--- src/sv/lis_ram.sv ---
`timescale 1ns / 1ps
`default_nettype none
// ----------------------------------------------------------------------------
// Longest increasing subsequence: generic RAM
// One write port and one read port; the read data is registered.
// ----------------------------------------------------------------------------
module lis_ram #(
   parameter int WIDTH = 32,
   parameter int DEPTH = 64,
   localparam int ADDR_W = (DEPTH > 1) ? $clog2(DEPTH) : 1
) (
   input  wire logic              clock,
   input  wire logic              wr_en,
   input  wire logic [ADDR_W-1:0] wr_addr,
   input  wire logic [WIDTH-1:0]  wr_data,
   input  wire logic [ADDR_W-1:0] rd_addr,
   output logic      [WIDTH-1:0]  rd_data
);

   logic [WIDTH-1:0] mem_ff [DEPTH];

   // Write port and registered read port.
   always_ff @(posedge clock) begin
      if (wr_en) begin
         mem_ff[wr_addr] <= wr_data;
      end
      rd_data <= mem_ff[rd_addr];
   end

endmodule : lis_ram
`default_nettype wire

--- config.mk ---
export PLATFORM = sky130hd
export DESIGN_NAME = lis_ram
export DESIGN_NICKNAME = d
export VERILOG_FILES = /design/src/sv/lis_ram.sv
export SDC_FILE = /design/constraint.sdc
export NUM_CORES = 2
export LEC_CHECK = 0
export BUFFER_PORTS_ARGS = -buffer_cell sky130_fd_sc_hd__buf_2
export CAP_MARGIN = 20
export CORE_ASPECT_RATIO = 1.5
export CORE_MARGIN = 4
export CORE_UTILIZATION = 33
export CTS_CLUSTER_SIZE = 10
export DETAILED_ROUTE_END_ITERATION = 10
export HOLD_SLACK_MARGIN = 0.05
export PLACE_DENSITY_LB_ADDON = 0.25
export SETUP_SLACK_MARGIN = 0.3
export SYNTH_ARGS = -nofsm -noshare
export SYNTH_HDL_FRONTEND = slang
export SYNTH_SLANG_ARGS = --single-unit
export TNS_END_PERCENT = 50
--- constraint.sdc ---
create_clock -name clock -period 3.55 [get_ports clock]
set_input_delay 0.355 -clock clock [delete_from_list [all_inputs] [get_ports clock]]
set_output_delay 0.355 -clock clock [all_outputs]
set_load 0.1 [all_outputs]
==> metrics.md <==
| Metric | Value |
|---|---|
| Setup crit end kind | flop |
| Core Region | 237000 µm² |
| CP top delay family | buffers and inverters |
| Vias post-DR | 37130 |
| Area Overhead vs Synth | 16.82% |
| Async SR Flop Fraction | 0% |
| Vias in the first global route | 39000 |
| Unrepaired setup endpoints after global routing | no |
| CTS tree | done |
| CP startpoint kind | input port |
| Antenna viol nets, final | 0 |
| Dpl ws | 0.2882 ns |
| Pwr/cell area | 562.2 nW/µm² |
| Count leader, synth | edfxtp_1 |
| Worst-path fanout max | 31 |
| GPL Wtd Cong | 0.8022 |
| Layout cells sized above 1 | 31.69% |
| Sequential share of the synthesized area | 79.14% |
| Post-route DRC | 0 |
| Initial Util | 33.13% |
| Slew Limit Fails | 0 |
| Worst hold path type | in2reg |
| CTS buffer count | 234 |
| Io pins | 78 |
| Most frequent CP cell | a21oi_1 |
| Post-Syn Area per Cell | 23.62 µm² |
| FP Rows | 219 |
| Net Count, Synth | 3370 |
| Number of synthesis warnings | 0 |
| Synth unique cells | 34 |
| Chip height | 605.4 µm |
| Critical path class | in2reg |
| Number of flops mapped to enable cells by yosys | 2048 |
| CP max stage delay | 0.76 ns |
| Router iterations before antenna repair | 5 |
| Clk pwr share | 40.8% |
| Post CTS Setup Buffer Count | 0 |
| CP Data Required Time | 4.31 ns |
| Grt ovf | 0 |
| Post-synthesis register bit count | 2080 |
| Tightest Pin Transition | 1.142 ns |
| Slew HR | 23.90% |
| Most instantiated cells after synthesis | edfxtp_1 (2048), mux4_2 (544), nor2_1 (137) |
| Vias per cell | 5.338 |
| Num Clock Sinks | 2080 |
| CTS root buf | clkbuf_16 |
| Status | finished, final reports clean |
| Yosys top cell by area | edfxtp_1 |
| Tcrit/Tclk final | 68.88% |
| LEAKAGE | 28.43 nW |
| Post-DP HPWL | 130300 µm |
| H-tree Lvls | 4 |
| Max VDD drop | 358.3 µV |
| Layout fillers | 20920 |
| Max Freq | 0.4090 GHz |
| Wire length per cell | 31.86 µm |
| Port Buffers | 77 |
| NetSw | 11.30 mW |
| Routed wire length | 221600 µm |
| Die width | 406.3 µm |
| Final hold violations | 0 |
| Worst path slowest cell | a21oi_1 |
| Max_cap viols | 0 |
| Finish-stage setup viols | 0 |
| Crit-path cells | dlygate4sd3_1 -> buf_2 -> buf_4 -> nand2_1 -> buf_12 -> o221ai_1 -> a21oi_1 -> a21oi_1 -> nor2_1 |
| Reg clk slew, reported paths | 0.06 ns |
| Clk_lat worst skew | 0.86 ns |
| Pin count of the biggest net entering global routing | 59 |
| Int Power | 40.27 mW |
| Setup TNS | 0 ns |
| Initial antenna violation count | 29 |
| Post-synth top area share | 78.33% |
| Post-synth top flop | edfxtp_1 |
| Synthesized cell area | 78520 µm² |
| Cells after synthesis | 3324 |
| Leading post-synthesis cells by cell area | edfxtp_1 (78%), mux4_2 (16%), mux2i_1 (1.2%) |
| First-pass GRT wire length | 310100 µm |
| Bufs on Longest Clock Path | 4 |
| GR Util All Layers | 17.98% |
| Nets | 3801 |
| Setup ws final | 1.105 ns |
| Final min period | 2.445 ns |
| DIE AREA | 246000 µm² |
| Sw Share | 21.91% |
| CP Buf/Inv Count | 4 |
| Part of the power in registers | 52.9% |
| Comb power frac | 6.3% |
| Pwr Total | 51.57 mW |
| Worst EP arrival | 3.21 ns |
| Initial DRC count | 3652 |
| Skew final | 0.02826 ns |
## power groups by stage
| stage | Sequential [mW] | Clock, mW | Combinational [mW] |
|---|---|---|---|
| after floorplan | 28.2 | 0 | 1.32 |
| after global placement | 27.8 | 0 | 3.28 |
| after detailed placement | 27.8 | 0 | 3.30 |
| after CTS | 27.3 | 21.5 | 3.31 |
| after global routing | 27.3 | 22.5 | 3.41 |
| final | 27.3 | 21.0 | 3.26 |
## cell usage in the layout (no fill, tap or decap), types with 5 or more instances in the layout
| cell | instances |
|---|---|
| mux4_2 | 544 |
| clkbuf_16 | 237 |
| nand3_1 | 5 |
| buf_2 | 73 |
| edfxtp_1 | 2048 |
| nand2_1 | 26 |
| nor2b_1 | 15 |
| dfxtp_1 | 32 |
| nand2b_1 | 8 |
| nor2_1 | 75 |
| a22oi_1 | 12 |
| buf_12 | 53 |
| a311oi_1 | 8 |
| o22ai_1 | 84 |
| buf_4 | 232 |
| mux2i_1 | 93 |
| diode_2 | 18 |
| nor2_4 | 62 |
| o221ai_1 | 27 |
| nand3b_1 | 5 |
| a21oi_1 | 62 |
| clkbuf_1 | 81 |
| dlygate4sd3_1 | 15 |
| nor3_1 | 5 |
## logic make-up (layout without fill, tap and decap cells)
kind of cell / Yosys count / after routing / synth area share, %
flip-flops: 2080 / 2080 / 79.14
multiplexers: 637 / 637 / 16.79
AND/OR/NAND/NOR: 223 / 223 / 1.265
AO/OA/AOI/OAI: 202 / 202 / 1.673
buffers and inverters: 182 / 702 / 1.128
other: 0 / 18 / 0
## stage by stage
stage | util, % | hold slack [ns] | instance area [µm²] | instances
2_1_floorplan | - | 0.4539 | 78520 | 3324
3_3_place_gp | 35.89 | 0.6308 | 85070 | 6591
3_5_place_dp | 35.91 | 0.6409 | 85110 | 6593
4_1_cts | 38.62 | 0.06187 | 91530 | 6928
5_1_grt | 38.68 | 0.09253 | 91690 | 6942
6_report | 38.70 | 0.09445 | 91720 | 6956
## final timing paths
path / start / to / slack (ns) / depth (start not counted)
setup reg to reg: mem_ff[47][23]$_DFFE_PP_ / rd_data[23]$_DFF_P_ / 1.29 / 4
hold reg to reg: mem_ff[12][8]$_DFFE_PP_ / rd_data[8]$_DFF_P_ / 0.82 / 4
hold / removal: wr_data[25] / mem_ff[43][25]$_DFFE_PP_ / 0.09 / 1
setup / recovery: rd_addr[4] / rd_data[27]$_DFF_P_ / 1.10 / 9
## state kept, by name, summed over array words and instances, names as in the netlist
| signal | cells |
|---|---|
| rd_data | 32 |
| mem_ff | 2048 |
## repair_timing
item	4_1_cts	5_1_grt
hold endpoints to repair	150	36
resized for setup	0	0
hold buffers	10	5
## final cells by class
class,instances,area (µm²),share of cell area (%)
diodes,18,45.04,0.04911
clock buffers,318,6235,6.797
clock inverters,7,87.58,0.09549
multi-input cells,1062,15970,17.41
flip-flops and latches,2080,62140,67.75
well taps,3094,3871,4.220
repair buffers,377,3374,3.679
## metal layers
metal  global-route usage [%]  wire (µm)
met1                    22.23      83990
met3                    2.599      12140
met5                        0         54
met4                    6.270       8379
met2                    32.14     117100
## worst reg2reg max path: stages (launching register included)
cell and delay [ns]:
edfxtp_1 0.40, mux4_2 0.48, mux4_2 0.61, o22ai_1 0.54, nor2_1 0.10
(Power assumes the default switching activity.)
